### src/hw/rtl/sgn_pkg.sv
// ----------------------------------------------------------------------------
// sgn_pkg
// Shared widths, constants and controller/datapath interface types for the
// SOM Gaussian neighbourhood row core.
// ----------------------------------------------------------------------------
package sgn_pkg;

  localparam int MAX_GRID    = 64;
  localparam int WEIGHT_BITS = 16;

  localparam int WIN_W      = 13;  // winner index
  localparam int COL_W      = 6;   // row / column number
  localparam int GRID_W     = 7;   // grid_size register
  localparam int RAD_W      = 16;  // radius_q8_8 register
  localparam int CFG_IDX_W  = 2;
  localparam int CFG_DATA_W = 16;

  localparam int D2_W      = 2 * COL_W + 1;  // dx^2 + dy^2
  localparam int REM_W     = 2 * RAD_W;      // divider remainder / divisor
  localparam int QUOT_W    = 21;             // exponent argument, Q5.16
  localparam int FRAC_W    = 16;
  localparam int NEXP_W    = QUOT_W - FRAC_W;
  localparam int STEPS_W   = 5;
  localparam int FAR_SHIFT = 10;             // d2 << 10 >= r^2 means n >= 32
  localparam int WM1_W     = 12;             // winner index minus one

  localparam logic [STEPS_W-1:0] WXY_STEPS = STEPS_W'(WM1_W);
  localparam logic [STEPS_W-1:0] ARG_STEPS = STEPS_W'(QUOT_W);

  // Taylor series of exp(-f)
  localparam int               TERMS      = 14;
  localparam int               K_W        = 4;
  localparam int               TERM_W     = 32;
  localparam int               TERM_BYTES = TERM_W / 8;
  localparam int               ACC_W      = 33;
  localparam logic [ACC_W-1:0] ONE_Q32    = ACC_W'(64'h1_0000_0000);
  localparam logic [31:0]      E1_Q32     = 32'd1580030169;  // exp(-1), Q0.32

  localparam logic [CFG_IDX_W-1:0] CFG_GRID_SIZE = 2'd0;
  localparam logic [CFG_IDX_W-1:0] CFG_RADIUS    = 2'd1;

  typedef struct packed {
    logic accept;
    logic wdiv_start;
    logic cap_wxy;
    logic calc_d2;
    logic set_short;
    logic adiv_start;
    logic series_init;
    logic term_mul;
    logic term_div;
    logic term_acc;
    logic e1_mul;
    logic col_next;
    logic emit_ok;
    logic emit_bad;
  } sgn_cmd_t;

  typedef struct packed {
    logic bad;
    logic short_cut;
    logic div_done;
    logic k_last;
    logic n_zero;
    logic col_last;
  } sgn_stat_t;

endpackage

### src/hw/rtl/sgn_div.sv
// ----------------------------------------------------------------------------
// sgn_div
// Restoring divider, one quotient bit per cycle. Shared between the winner
// position split and the exponent argument.
// ----------------------------------------------------------------------------
module sgn_div
  import sgn_pkg::*;
(
  input  logic               clk_i,
  input  logic               rst_ni,
  input  logic               start_i,
  input  logic [STEPS_W-1:0] steps_i,
  input  logic [REM_W-1:0]   rem_init_i,
  input  logic [QUOT_W-1:0]  dq_init_i,
  input  logic [REM_W-1:0]   divisor_i,
  output logic               done_o,
  output logic [QUOT_W-1:0]  quot_o,
  output logic [REM_W-1:0]   rem_o
);

  logic               running_q, running_d;
  logic               done_q, done_d;
  logic [STEPS_W-1:0] cnt_q, cnt_d;
  logic [REM_W-1:0]   rem_q, div_q;
  logic [QUOT_W-1:0]  dq_q;

  logic [REM_W:0]     rem_sh;
  logic               ge;
  logic [REM_W:0]     rem_sub;

  // dividend bits enter the remainder from the top of dq, quotient bits
  // enter dq from the bottom
  always_comb begin
    rem_sh  = {rem_q, dq_q[QUOT_W-1]};
    ge      = (rem_sh >= {1'b0, div_q});
    rem_sub = rem_sh - {1'b0, div_q};
  end

  always_comb begin
    running_d = running_q;
    cnt_d     = cnt_q;
    done_d    = 1'b0;
    if (start_i) begin
      running_d = 1'b1;
      cnt_d     = steps_i;
    end else if (running_q) begin
      cnt_d = cnt_q - STEPS_W'(1);
      if (cnt_q == STEPS_W'(1)) begin
        running_d = 1'b0;
        done_d    = 1'b1;
      end
    end
  end

  always_ff @(posedge clk_i or negedge rst_ni) begin
    if (!rst_ni) begin
      running_q <= 1'b0;
      done_q    <= 1'b0;
      cnt_q     <= '0;
    end else begin
      running_q <= running_d;
      done_q    <= done_d;
      cnt_q     <= cnt_d;
    end
  end

  always_ff @(posedge clk_i) begin
    if (start_i) begin
      rem_q <= rem_init_i;
      dq_q  <= dq_init_i;
      div_q <= divisor_i;
    end else if (running_q) begin
      rem_q <= ge ? rem_sub[REM_W-1:0] : rem_sh[REM_W-1:0];
      dq_q  <= {dq_q[QUOT_W-2:0], ge};
    end
  end

  assign done_o = done_q;
  assign quot_o = dq_q;
  assign rem_o  = rem_q;

  a_no_restart : assert property (@(posedge clk_i) disable iff (!rst_ni)
    start_i |-> !running_q)
    else $error("divider restarted while running");

  a_rem_below_div : assert property (@(posedge clk_i) disable iff (!rst_ni)
    done_o |-> (rem_q < div_q))
    else $error("divider remainder not below divisor");

endmodule

### src/hw/rtl/sgn_dpath.sv
// ----------------------------------------------------------------------------
// sgn_dpath
// Datapath: configuration registers, request check, distance, exponent
// argument, exp(-f) series and exp(-1) powers, weight rounding.
// ----------------------------------------------------------------------------
module sgn_dpath
  import sgn_pkg::*;
(
  input  logic                   clk_i,
  input  logic                   rst_ni,
  input  sgn_cmd_t               cmd_i,
  output sgn_stat_t              stat_o,
  input  logic [WIN_W-1:0]       winner_index_i,
  input  logic [COL_W-1:0]       row_number_i,
  input  logic                   cfg_we_i,
  input  logic [CFG_IDX_W-1:0]   cfg_index_i,
  input  logic [CFG_DATA_W-1:0]  cfg_wdata_i,
  output logic [COL_W-1:0]       column_number_o,
  output logic [WEIGHT_BITS-1:0] weight_o,
  output logic                   last_in_row_o,
  output logic                   bad_request_o
);

  localparam int               SH    = 32 - WEIGHT_BITS;
  localparam logic [ACC_W:0]   ROUND = (SH > 0) ? ((ACC_W+1)'(1) << (SH - 1)) : '0;
  localparam logic [ACC_W:0]   MAXW  = ((ACC_W+1)'(1) << WEIGHT_BITS) - (ACC_W+1)'(1);

  logic [GRID_W-1:0] grid_q;
  logic [RAD_W-1:0]  rad_q;

  logic [WIN_W-1:0]  w_q;
  logic [COL_W-1:0]  row_q;
  logic [REM_W-1:0]  rsq_q;
  logic [COL_W-1:0]  wx_q, wy_q, col_q;
  logic [D2_W-1:0]   d2_q;
  logic [NEXP_W-1:0] n_q;
  logic [FRAC_W-1:0] f_q;
  logic [ACC_W-1:0]  t_q, acc_q;
  logic [TERM_W-1:0] x_q;
  logic [K_W-1:0]    k_q, kr_q;

  // configuration
  always_ff @(posedge clk_i or negedge rst_ni) begin
    if (!rst_ni) begin
      grid_q <= GRID_W'(16);
      rad_q  <= RAD_W'(256);
    end else if (cfg_we_i) begin
      case (cfg_index_i)
        CFG_GRID_SIZE: grid_q <= cfg_wdata_i[GRID_W-1:0];
        CFG_RADIUS:    rad_q  <= cfg_wdata_i[RAD_W-1:0];
        default: ;
      endcase
    end
  end

  // request check
  logic [2*GRID_W-1:0] gsq;
  logic [WIN_W-1:0]    wm1;
  always_comb begin
    gsq = grid_q * grid_q;
    wm1 = w_q - WIN_W'(1);
  end

  assign stat_o.bad = (grid_q == '0) || (grid_q > GRID_W'(MAX_GRID)) || (w_q == '0) ||
                      ((2*GRID_W)'(w_q) > gsq) || (GRID_W'(row_q) >= grid_q);

  // distance
  logic [COL_W-1:0]   dx, dy;
  logic [2*COL_W-1:0] dx2, dy2;
  always_comb begin
    dx  = (col_q > wx_q) ? col_q - wx_q : wx_q - col_q;
    dy  = (row_q > wy_q) ? row_q - wy_q : wy_q - row_q;
    dx2 = dx * dx;
    dy2 = dy * dy;
  end

  logic [REM_W-1:0] d2_sh;
  assign d2_sh            = REM_W'({d2_q, FAR_SHIFT'(0)});
  assign stat_o.short_cut = (d2_sh >= rsq_q);  // also true for a zero radius

  // shared divider
  logic               div_done;
  logic [QUOT_W-1:0]  div_quot;
  logic [REM_W-1:0]   div_rem;
  logic [STEPS_W-1:0] div_steps;
  logic [REM_W-1:0]   div_rem_init, div_divisor;
  logic [QUOT_W-1:0]  div_dq_init;

  always_comb begin
    if (cmd_i.wdiv_start) begin
      div_steps    = WXY_STEPS;
      div_rem_init = '0;
      div_dq_init  = {wm1[WM1_W-1:0], (QUOT_W-WM1_W)'(0)};
      div_divisor  = REM_W'(grid_q);
    end else begin
      div_steps    = ARG_STEPS;
      div_rem_init = d2_sh;
      div_dq_init  = '0;
      div_divisor  = rsq_q;
    end
  end

  sgn_div u_div (
    .clk_i      (clk_i),
    .rst_ni     (rst_ni),
    .start_i    (cmd_i.wdiv_start | cmd_i.adiv_start),
    .steps_i    (div_steps),
    .rem_init_i (div_rem_init),
    .dq_init_i  (div_dq_init),
    .divisor_i  (div_divisor),
    .done_o     (div_done),
    .quot_o     (div_quot),
    .rem_o      (div_rem)
  );

  assign stat_o.div_done = div_done;

  // series term: multiply by f, then divide by k one byte a cycle
  logic [ACC_W+FRAC_W-1:0] tprod;
  logic [ACC_W+31:0]       eprod;
  logic [K_W-1:0]          kr;
  logic [K_W:0]            ktmp;
  logic [7:0]              qbyte;

  always_comb begin
    tprod = t_q * f_q;
    eprod = acc_q * E1_Q32;
  end

  always_comb begin
    kr    = kr_q;
    ktmp  = '0;
    qbyte = '0;
    for (int i = 7; i >= 0; i--) begin
      ktmp = {kr, x_q[TERM_W-8+i]};
      if (ktmp >= {1'b0, k_q}) begin
        qbyte[i] = 1'b1;
        ktmp     = ktmp - {1'b0, k_q};
      end
      kr = ktmp[K_W-1:0];
    end
  end

  assign stat_o.k_last   = (k_q == K_W'(TERMS));
  assign stat_o.n_zero   = (n_q == '0);
  assign stat_o.col_last = (GRID_W'(col_q) == grid_q - GRID_W'(1));

  always_ff @(posedge clk_i) begin
    if (cmd_i.accept) begin
      w_q   <= winner_index_i;
      row_q <= row_number_i;
      rsq_q <= rad_q * rad_q;
    end
    if (cmd_i.cap_wxy) begin
      wx_q  <= div_rem[COL_W-1:0];
      wy_q  <= div_quot[COL_W-1:0];
      col_q <= '0;
    end else if (cmd_i.col_next) begin
      col_q <= col_q + COL_W'(1);
    end
    if (cmd_i.calc_d2) begin
      d2_q <= D2_W'(dx2) + D2_W'(dy2);
    end
    if (cmd_i.set_short) begin
      acc_q <= ((rad_q == '0) && (d2_q == '0)) ? ONE_Q32 : '0;
    end else if (cmd_i.series_init) begin
      n_q   <= div_quot[QUOT_W-1:FRAC_W];
      f_q   <= div_quot[FRAC_W-1:0];
      t_q   <= ONE_Q32;
      acc_q <= ONE_Q32;
      k_q   <= K_W'(1);
    end else if (cmd_i.term_mul) begin
      x_q  <= tprod[FRAC_W+TERM_W-1:FRAC_W];
      kr_q <= '0;
    end else if (cmd_i.term_div) begin
      x_q  <= {x_q[TERM_W-9:0], qbyte};
      kr_q <= kr;
    end else if (cmd_i.term_acc) begin
      // alternating series with shrinking terms stays within 0..1.0
      t_q   <= ACC_W'(x_q);
      acc_q <= k_q[0] ? acc_q - ACC_W'(x_q) : acc_q + ACC_W'(x_q);
      k_q   <= k_q + K_W'(1);
    end else if (cmd_i.e1_mul) begin
      acc_q <= eprod[ACC_W+31:32];
      n_q   <= n_q - NEXP_W'(1);
    end
  end

  // rounding to the output width, 1.0 saturates
  logic [ACC_W:0] rsum, rshift;
  logic [WEIGHT_BITS-1:0] wcalc;
  always_comb begin
    rsum   = {1'b0, acc_q} + ROUND;
    rshift = rsum >> SH;
    wcalc  = (rshift > MAXW) ? MAXW[WEIGHT_BITS-1:0] : rshift[WEIGHT_BITS-1:0];
  end

  assign column_number_o = cmd_i.emit_bad ? '0 : col_q;
  assign weight_o        = cmd_i.emit_bad ? '0 : wcalc;
  assign last_in_row_o   = cmd_i.emit_bad | stat_o.col_last;
  assign bad_request_o   = cmd_i.emit_bad;

  a_acc_range : assert property (@(posedge clk_i) disable iff (!rst_ni)
    cmd_i.emit_ok |-> (acc_q <= ONE_Q32))
    else $error("exponential accumulator above 1.0");

endmodule

### src/hw/rtl/sgn_ctrl.sv
// ----------------------------------------------------------------------------
// sgn_ctrl
// Controller: sequences request check, position split, and per column the
// distance, shortcut or argument division, series terms and exp(-1) powers.
// ----------------------------------------------------------------------------
module sgn_ctrl
  import sgn_pkg::*;
(
  input  logic      clk_i,
  input  logic      rst_ni,
  input  logic      start_i,
  input  sgn_stat_t stat_i,
  output sgn_cmd_t  cmd_o,
  output logic      busy_o
);

  localparam logic [3:0] ST_IDLE  = 4'd0;
  localparam logic [3:0] ST_CHECK = 4'd1;
  localparam logic [3:0] ST_WDIV  = 4'd2;
  localparam logic [3:0] ST_CELL  = 4'd3;
  localparam logic [3:0] ST_FAR   = 4'd4;
  localparam logic [3:0] ST_ADIV  = 4'd5;
  localparam logic [3:0] ST_TMUL  = 4'd6;
  localparam logic [3:0] ST_TDIV  = 4'd7;
  localparam logic [3:0] ST_TACC  = 4'd8;
  localparam logic [3:0] ST_EMUL  = 4'd9;
  localparam logic [3:0] ST_OUT   = 4'd10;
  localparam logic [3:0] ST_BAD   = 4'd11;

  localparam int BYTE_W = $clog2(TERM_BYTES);

  logic [3:0]        state_q, state_d;
  logic [BYTE_W-1:0] byte_q, byte_d;
  sgn_cmd_t          cmd;

  always_comb begin
    state_d = state_q;
    byte_d  = byte_q;
    cmd     = '0;
    case (state_q)
      ST_IDLE: begin
        if (start_i) begin
          cmd.accept = 1'b1;
          state_d    = ST_CHECK;
        end
      end
      ST_CHECK: begin
        if (stat_i.bad) begin
          state_d = ST_BAD;
        end else begin
          cmd.wdiv_start = 1'b1;
          state_d        = ST_WDIV;
        end
      end
      ST_WDIV: begin
        if (stat_i.div_done) begin
          cmd.cap_wxy = 1'b1;
          state_d     = ST_CELL;
        end
      end
      ST_CELL: begin
        cmd.calc_d2 = 1'b1;
        state_d     = ST_FAR;
      end
      ST_FAR: begin
        if (stat_i.short_cut) begin
          cmd.set_short = 1'b1;
          state_d       = ST_OUT;
        end else begin
          cmd.adiv_start = 1'b1;
          state_d        = ST_ADIV;
        end
      end
      ST_ADIV: begin
        if (stat_i.div_done) begin
          cmd.series_init = 1'b1;
          state_d         = ST_TMUL;
        end
      end
      ST_TMUL: begin
        cmd.term_mul = 1'b1;
        byte_d       = '0;
        state_d      = ST_TDIV;
      end
      ST_TDIV: begin
        cmd.term_div = 1'b1;
        byte_d       = byte_q + BYTE_W'(1);
        if (byte_q == BYTE_W'(TERM_BYTES - 1)) begin
          state_d = ST_TACC;
        end
      end
      ST_TACC: begin
        cmd.term_acc = 1'b1;
        state_d      = stat_i.k_last ? ST_EMUL : ST_TMUL;
      end
      ST_EMUL: begin
        if (stat_i.n_zero) begin
          state_d = ST_OUT;
        end else begin
          cmd.e1_mul = 1'b1;
        end
      end
      ST_OUT: begin
        cmd.emit_ok = 1'b1;
        if (stat_i.col_last) begin
          state_d = ST_IDLE;
        end else begin
          cmd.col_next = 1'b1;
          state_d      = ST_CELL;
        end
      end
      ST_BAD: begin
        cmd.emit_bad = 1'b1;
        state_d      = ST_IDLE;
      end
      default: begin
        state_d = ST_IDLE;
      end
    endcase
  end

  always_ff @(posedge clk_i or negedge rst_ni) begin
    if (!rst_ni) begin
      state_q <= ST_IDLE;
      byte_q  <= '0;
    end else begin
      state_q <= state_d;
      byte_q  <= byte_d;
    end
  end

  assign cmd_o  = cmd;
  assign busy_o = (state_q != ST_IDLE);

endmodule

### src/hw/rtl/som_gaussian_neighborhood_row_core.sv
// ----------------------------------------------------------------------------
// som_gaussian_neighborhood_row_core
// Gaussian neighbourhood weights for one row of a square SOM grid.
// ----------------------------------------------------------------------------
// A rejected request gives its single result. Otherwise the position split runs
// first, then per column either a shortcut weight (zero radius or exponent >= 32)
// or the argument division, the 14-term series and n exp(-1) powers (n = 0..31).
// One request at a time, busy high until the last result; results never stall.
// Reset (rst_ni low, asynchronous) returns to idle with grid 16 and radius 1.0.
module som_gaussian_neighborhood_row_core
  import sgn_pkg::*;
(
  input  logic                   clk_i,
  input  logic                   rst_ni,
  input  logic                   start,
  output logic                   busy,
  input  logic [WIN_W-1:0]       winner_index_i,
  input  logic [COL_W-1:0]       row_number_i,
  input  logic                   cfg_we_i,
  input  logic [CFG_IDX_W-1:0]   cfg_index_i,
  input  logic [CFG_DATA_W-1:0]  cfg_wdata_i,
  output logic                   result_valid_o,
  output logic [COL_W-1:0]       column_number_o,
  output logic [WEIGHT_BITS-1:0] weight_o,
  output logic                   last_in_row_o,
  output logic                   bad_request_o
);

  sgn_cmd_t  cmd;
  sgn_stat_t stat;

  sgn_ctrl u_ctrl (
    .clk_i   (clk_i),
    .rst_ni  (rst_ni),
    .start_i (start),
    .stat_i  (stat),
    .cmd_o   (cmd),
    .busy_o  (busy)
  );

  sgn_dpath u_dpath (
    .clk_i           (clk_i),
    .rst_ni          (rst_ni),
    .cmd_i           (cmd),
    .stat_o          (stat),
    .winner_index_i  (winner_index_i),
    .row_number_i    (row_number_i),
    .cfg_we_i        (cfg_we_i),
    .cfg_index_i     (cfg_index_i),
    .cfg_wdata_i     (cfg_wdata_i),
    .column_number_o (column_number_o),
    .weight_o        (weight_o),
    .last_in_row_o   (last_in_row_o),
    .bad_request_o   (bad_request_o)
  );

  assign result_valid_o = cmd.emit_ok | cmd.emit_bad;

  a_valid_busy : assert property (@(posedge clk_i) disable iff (!rst_ni)
    result_valid_o |-> busy)
    else $error("result strobe outside a transaction");

  a_accept_gap : assert property (@(posedge clk_i) disable iff (!rst_ni)
    (start && !busy) |=> (busy && !result_valid_o))
    else $error("result straight after acceptance");

  a_bad_ends : assert property (@(posedge clk_i) disable iff (!rst_ni)
    (result_valid_o && bad_request_o) |=> !busy)
    else $error("rejected request did not end the transaction");

endmodule

### config.mk
export PLATFORM = sky130hd
export DESIGN_NAME = som_gaussian_neighborhood_row_core
export DESIGN_NICKNAME = d
export VERILOG_FILES = /design/src/hw/rtl/sgn_pkg.sv /design/src/hw/rtl/sgn_div.sv /design/src/hw/rtl/sgn_dpath.sv /design/src/hw/rtl/sgn_ctrl.sv /design/src/hw/rtl/som_gaussian_neighborhood_row_core.sv
export SDC_FILE = /design/constraint.sdc
export NUM_CORES = 2
export LEC_CHECK = 0
export BUFFER_PORTS_ARGS = -buffer_cell sky130_fd_sc_hd__buf_2
export CAP_MARGIN = 20
export CORE_ASPECT_RATIO = 0.9
export CORE_UTILIZATION = 60
export CTS_BUF_LIST = sky130_fd_sc_hd__clkbuf_16
export DETAILED_ROUTE_END_ITERATION = 8
export PLACE_DENSITY_LB_ADDON = 0.1
export SLEW_MARGIN = 20
export SYNTH_ARGS = -nofsm -noshare
export SYNTH_HDL_FRONTEND = slang
export SYNTH_SLANG_ARGS = --single-unit
### constraint.sdc
create_clock -name clk_i -period 25.6 [get_ports clk_i]
set_input_delay 0 -clock clk_i [delete_from_list [all_inputs] [get_ports clk_i]]
set_output_delay 0 -clock clk_i [all_outputs]
set_load 0.02 [all_outputs]
==> Word-level counts from Yosys, hierarchy flattened <==
Index checks and enable logic that the tools add are counted.
{ "totals": {"register_bits": 330, "inputBits": 41, "word_cells": 219} }
{ "op_classes": {"add_sub_neg": 24, "mul": 6, "magnitude_cmp": 16, "eq_ne": 26, "muxes": 90, "bitwise": 5, "reduce_logical": 27} }
{ "ops": {"columns": ["operator", "count"], "rows": [
  ["$mux W33", 11],
  ["$mux W32", 5],
  ["$mux W4", 20],
  ["$mul A33 B31 Y64 const B", 1],
  ["$mux W21", 3],
  ["$mul A33 B16 Y48", 1],
  ["$pmux W4 S11", 1],
  ["$ge A5 B4 Y1", 8],
  ["$mux W5", 8],
  ["$add A33 B16 Y34 const B", 1],
  ["$add A33 B32 Y33", 1],
  ["$ge A33 B32 Y1", 1],
  ["$sub A33 B32 Y33", 1],
  ["$ge A23 B32 Y1", 1],
  ["$mul A16 B16 Y32", 1],
  ["$mux W16", 2],
  ["$sub A32 B32 Y32", 1],
  ["$sub A4 B4 Y4", 8],
  ["$mux W1", 31],
  ["$logic_not A13 Y1", 2],
  ["$mul A6 B6 Y12", 2],
  ["$sub A6 B6 Y6", 4],
  ["$mux W23", 1],
  ["$eq A4 B4 Y1 const B", 5],
  ["42 further kinds", 74]
]} }

==> Depth between registers and ports, before layout <==
{ "logic_depth": {"ltp_word": 18, "depth_mapped": 63} }

==> Hierarchy <==
From an unflattened synthesis, not the netlist that was laid out.
{ "hier_totals": {"cells_unflattened": 6517, "hier_area_um2": 63566.0} }
{ "modules_own_cells": {"columns": ["module", "instances", "cells_each", "area_per_inst_um2"], "rows": [
  ["sgn_dpath", 1, 5885, 57032.2],
  ["sgn_div", 1, 548, 5876.9],
  ["sgn_ctrl", 1, 83, 650.6],
  ["som_gaussian_neighborhood_row_core", 1, 1, 6.3]
]} }

==> Worst setup path after synthesis <==
No wires, ideal clock.
{ "synth_path": {"path_kind": "register to register", "from": "register u_dpath.k_q[1]", "to": "register u_dpath.kr_q[1], data pin", "arrival_time_ns": 11.737, "required_time_ns": 25.334, "slack_ns": 13.598, "path_stages_with_launch": 58, "path_cell_list": "edfxtp_1 > inv_1 > ha_1 > nand2b_1 > a21bo_2 > nand2_2 > o21ai_0 > inv_1 > ha_1 > o21ai_0 > a211o_1 > o21ai_2 > nor2_1 > a21oi_1 > ha_1 > a2111o_1 > nand2_1 > o211ai_1 > [22 not listed] > ha_1 > o21ai_0 > nand2b_1 > a21o_1 > a21oi_1 > o31ai_1 > a211oi_4 > mux2i_1 > ha_1 > a21o_1 > a21o_1 > a31o_2 > a21oi_1 > inv_1 > a2111oi_4 > mux2i_2 > mux2i_1 > nor2_1"} }
{ "synth_between": {"elab_chain_cells": 17} }
{ "synth_rtl": {"columns": ["element", "line_no", "source"], "rows": [
  ["from (decl)", "sgn_dpath.sv:40", "logic [K_W-1:0] k_q, kr_q;"],
  ["from (signal assigned)", "sgn_dpath.sv:182", "k_q <= k_q + K_W'(1);"],
  ["$sub A4 B4 Y4 / $ge A5 B4 Y1 (equally long branches)", "sgn_dpath.sv:138, sgn_dpath.sv:136", null],
  ["$mux W4", "sgn_dpath.sv:136", "if (ktmp >= {1'b0, k_q}) begin"],
  ["$sub A4 B4 Y4 / $ge A5 B4 Y1 (equally long branches)", "sgn_dpath.sv:138, sgn_dpath.sv:136", null],
  ["$mux W4", "sgn_dpath.sv:136", null],
  ["$sub A4 B4 Y4 / $ge A5 B4 Y1 (equally long branches)", "sgn_dpath.sv:138, sgn_dpath.sv:136", null],
  ["$mux W4", "sgn_dpath.sv:136", null],
  ["$ge A5 B4 Y1 / $sub A4 B4 Y4 (equally long branches)", "sgn_dpath.sv:136, sgn_dpath.sv:138", null],
  ["$mux W4", "sgn_dpath.sv:136", null],
  ["$sub A4 B4 Y4 / $ge A5 B4 Y1 (equally long branches)", "sgn_dpath.sv:138, sgn_dpath.sv:136", null],
  ["$mux W4", "sgn_dpath.sv:136", null],
  ["$sub A4 B4 Y4 / $ge A5 B4 Y1 (equally long branches)", "sgn_dpath.sv:138, sgn_dpath.sv:136", null],
  ["$mux W4", "sgn_dpath.sv:136", null],
  ["$ge A5 B4 Y1 / $sub A4 B4 Y4 (equally long branches)", "sgn_dpath.sv:136, sgn_dpath.sv:138", null],
  ["$mux W4", "sgn_dpath.sv:136", null],
  ["$sub A4 B4 Y4 / $ge A5 B4 Y1 (equally long branches)", "sgn_dpath.sv:138, sgn_dpath.sv:136", null],
  ["$mux W4 (*)", "sgn_dpath.sv:136", null],
  ["$mux W4 (*)", "sgn_dpath.sv:175", "end else if (cmd_i.term_div) begin"],
  ["to (signal assigned)", "sgn_dpath.sv:177", "kr_q <= kr;"],
  ["to (decl)", "sgn_dpath.sv:40", null]
]} }
Every way passes the cells marked *; elsewhere a longest branch is shown, timed or not. The select of a mux whose other input is x is not followed.
A chain may end at the register's enable or synchronous reset.

==> Final worst setup path <==
{ "layout_path": {"from": "register u_dpath.k_q[2]", "to": "register u_dpath.kr_q[3], data pin"} }
{ "layout_between": {"elab_chain_cells": 17} }
{ "layout_rtl": {"columns": ["element", "line_no"], "rows": [
  ["$sub A4 B4 Y4 / $ge A5 B4 Y1 (equally long branches)", "sgn_dpath.sv:138, sgn_dpath.sv:136"],
  ["$mux W4", "sgn_dpath.sv:136"],
  ["$sub A4 B4 Y4 / $ge A5 B4 Y1 (equally long branches)", "sgn_dpath.sv:138, sgn_dpath.sv:136"],
  ["$mux W4", "sgn_dpath.sv:136"],
  ["$ge A5 B4 Y1 / $sub A4 B4 Y4 (equally long branches)", "sgn_dpath.sv:136, sgn_dpath.sv:138"],
  ["$mux W4", "sgn_dpath.sv:136"],
  ["$sub A4 B4 Y4 / $ge A5 B4 Y1 (equally long branches)", "sgn_dpath.sv:138, sgn_dpath.sv:136"],
  ["$mux W4", "sgn_dpath.sv:136"],
  ["$sub A4 B4 Y4 / $ge A5 B4 Y1 (equally long branches)", "sgn_dpath.sv:138, sgn_dpath.sv:136"],
  ["$mux W4", "sgn_dpath.sv:136"],
  ["$sub A4 B4 Y4 / $ge A5 B4 Y1 (equally long branches)", "sgn_dpath.sv:138, sgn_dpath.sv:136"],
  ["$mux W4", "sgn_dpath.sv:136"],
  ["$ge A5 B4 Y1 / $sub A4 B4 Y4 (equally long branches)", "sgn_dpath.sv:136, sgn_dpath.sv:138"],
  ["$mux W4", "sgn_dpath.sv:136"],
  ["$sub A4 B4 Y4 / $ge A5 B4 Y1 (equally long branches)", "sgn_dpath.sv:138, sgn_dpath.sv:136"],
  ["$mux W4 (*)", "sgn_dpath.sv:136"],
  ["$mux W4 (*)", "sgn_dpath.sv:175"]
]} }
Marks and branches as above.

==> impl_results.md <==
* Synth area leader: fa_1
* Max-Cap Viols at 0
* R2R cell count at 56
* # diodes at 0
* Wire length on met3 at 8720 um
* Clock tree buffer depth at 3
* Initial Utilization at just over 60%
* Area contributors post-synth: fa_1 (35%), ha_1 (16%), edfxtp_1 (14%)
* Total die area at about 110000 um^2
* Clk_lat worst skew at 0.58 ns
* Crit path DAT at 14.65 ns
* Main synth FF type: edfxtp_1
* Seq cells post-synth at around 330
* Met2 wire length at 78200 um
* CTS tree: built
* Crit path kind: flop to flop
* Clock sinks at 329
* CTS buffer count at 39
* Synthesized area at 62800 um^2
* Post-DP HPWL at approximately 130000 um
* Largest stage delay, worst path at 0.50 ns
* Multi-input gate area at 46700 um^2
* Clock-pin slew on the worst setup and hold paths at about 0.060 ns
* Flop-to-flop setup slack at 11.28 ns
* Die X at ~340 um
* Final setup fails at 0
* Area grow syn2layout at 5.86%
* Async set-reset flop share out of synthesis at 10.9%
* Top-Level Pins at 67
* Die H at 309 um
* CTS H-tree depth at 2
* Gr ovfl total at 0
* RSZ-0062 raised after global routing: false
* Post-CTS sizing at 0
* Setup Skew at roughly 0.017 ns
* Avg Cell Area, Syn at 9.69 um^2
* Initial antenna violation count at 1
* Crit-path slowest cell: o21a_1
* Syn. warnings at 0
* EDFF count, synth at 287
* Pin count of the biggest net entering global routing at 68
* CTS Root Cell: clkbuf_16
* Core Area at ~100000 um^2
* Worst Max-Slew Pin Slew at 1.14 ns
* Period minus WS final at 14.32 ns
* Reg2reg start: u_dpath.k_q[2]
* Worst setup endpoint: u_dpath.kr_q[3]
* Vias at 44300
* Seq/Total Area, Yosys at between 10% and 20%
* Filler cells at 8696
* DRC at 0
* WL final at between 150000 and 200000 um
* Most Frequent Cell on Critical Path: ha_1
* Status: complete, no violations
* Worst setup SP type: flop
* DRT antenna net count at 0
* Distinct cells, synth at 93
* Achievable clock frequency at 0.0699 GHz
* First-pass GRT wire length at ~260000 um
* CP Launch Point: u_dpath.k_q[2]
* Placer Congestion at 0.958
* Setup bufs post-CTS at 0
* Cells after Synth at between 6000 and 7000
* WL/cell at 20.2 um
* Slew Limit Fails at 0
* M1 WL at 68400 um
* Relative slew slack at 23.7%
* Port Buffers at 66
* Vias per cell at 5.59
* Fin. Hold Viols at 0
* Final worst path period share at around 56%
* Std-Cell Rows at 112
* Tightest Hold Check Type: input port to flop
* R2r endpoint: u_dpath.kr_q[3]
* Post-Route Setup TNS at 0 ns
* Nets at 8472
* Vias in the first global route at between 40000 and 50000
* DRT iter0 DRCs at 2585
* Critical Path RT at between 20 and 30 ns
* TritonRoute pass-1 iters at 7
* Post-synth top area share at 34.8%
* Crit. End Element: flop
* Register Area at 9640 um^2
* Top sig layer: met5
* Tot GR Track Use at a little under a third
* Largest fanout on the critical path at 8
* Fraction of layout cells with a size suffix above 1 at between 4 and 5%
* Syn_nets at 8432
## cells in the final DEF (no fill, tap or decap), types with 8 or more instances in the layout
cell type	instances
fa_1	1090
inv_1	1546
a21o_1	111
xnor2_1	187
nor2b_1	42
a221oi_1	10
o21bai_1	20
mux2i_1	31
nand4_1	27
and2_1	230
mux2_2	28
nand2_1	641
a31o_2	9
xor2_1	91
nor2_1	270
dfrtp_1	34
o21a_1	28
ha_1	820
or3_1	14
nand2b_1	47
and3_1	42
o31ai_1	12
edfxtp_1	287
o22ai_1	14
o21ai_0	138
nor3_1	45
buf_4	54
dlygate4sd3_1	51
a21oi_1	232
nand3_1	42
buf_2	66
clkbuf_16	41
nor4_1	21
a31oi_1	18
o21ai_1	8
a211oi_1	25
## through the flow
step                instance area [um^2]  hold WS (ns)  util, %  setup slack (ns)  cells
global placement                   64600         0.176     62.3             11.47   7797
CTS                                66400        0.0909     64.1             11.36   7920
global route                       66500         0.102     64.1             10.44   7920
detailed placement                 64600         0.178     62.3             11.40   7797
finish                             66500         0.131     64.1             11.28   7920
floorplan                          62800        -0.296        -             13.60   6481
## sequential cells by signal, summed over array words and instances, names as in the netlist, 2 cells and up
name and cells:
u_dpath.w_q 13, u_dpath.rad_q 16, u_dpath.grid_q 7, u_dpath.d2_q 13, u_dpath.x_q 32, u_dpath.t_q 33, u_dpath.kr_q 4, u_ctrl.byte_q 2
u_dpath.u_div.div_q 32, u_dpath.acc_q 33, u_dpath.col_q 6, u_dpath.u_div.cnt_q 5, u_dpath.wy_q 6, u_ctrl.state_q 4, u_dpath.u_div.rem_o 32, u_dpath.n_q 5
u_dpath.wx_q 6, u_dpath.k_q 4, u_dpath.row_q 6, u_dpath.u_div.quot_o 21, u_dpath.rsq_q 31, u_dpath.f_q 16
## final cells by class
type | count | share of cell area, %
inverter | 1548 | 8.74
sequential | 329 | 14.5
clock inverter | 31 | 0.473
timing repair buffer | 171 | 1.88
clock buffer | 41 | 1.54
multi-input combinational | 4432 | 70.3
tap | 1368 | 2.58
## timing repair
item	in CTS	in global routing
hold buffers	51	0
endpoints found under the setup margin	0	0
hold endpoints to repair	80	0
## worst max-delay path: cells and delay by family (launching register included)
kind	cells	cell delay [ns]
compound gates	27	6.50
mux	8	2.58
simple gates	10	1.34
buf+inv	3	0.62
fa+ha+maj	8	2.59
flops	1	0.44
## per-layer routing
metal,track usage (%),up-vias
met5,0,-
met4,8.43,2
met3,3.61,252
met2,54.1,1219
met1,42.8,22400
li1,-,20400
## synthesized netlist by cell type, types with 19 or more instances
cell and number:
a211oi_1 25, a21o_1 111, a21oi_1 233, a31oi_1 19, and2_1 230, and3_1 43
clkbuf_1 165, dfrtp_1 34, edfxtp_1 287, fa_1 1090, ha_1 820, inv_1 1541
mux2_2 28, mux2i_1 31, nand2_1 642, nand2b_1 47, nand3_1 42, nand4_1 27
nor2_1 270, nor2b_1 42, nor3_1 46, nor4_1 21, o21a_1 28, o21ai_0 139
o21bai_1 20, xnor2_1 187, xor2_1 91
## worst min path at each step
stage	startpoint	to	slack [ns]	cells after the start
2_1_floorplan	rst_ni	u_ctrl.byte_q[0]	-0.30	0
3_3_place_gp	winner_index_i[6]	u_dpath.w_q[6]	0.18	1
3_5_place_dp	winner_index_i[6]	u_dpath.w_q[6]	0.18	1
4_1_cts	winner_index_i[11]	u_dpath.w_q[11]	0.09	2
5_1_grt	winner_index_i[9]	u_dpath.w_q[9]	0.10	2
6_report	winner_index_i[9]	u_dpath.w_q[9]	0.13	2
## kinds of logic (layout without fill, tap and decap cells)
family | Yosys count | in the layout | share of synthesized area, %
compound gates | 714 | 714 | 7.33
flops | 329 | 329 | 15.4
simple gates | 1467 | 1467 | 10.9
buf+inv | 1720 | 1791 | 10.3
xor+xnor | 278 | 278 | 3.88
mux | 63 | 63 | 1.09
fa+ha+maj | 1910 | 1910 | 51.1
Power is left out: the tool's default activity adds up to more than one toggle a clock period on the data nets, which glitch-free logic cannot reach.
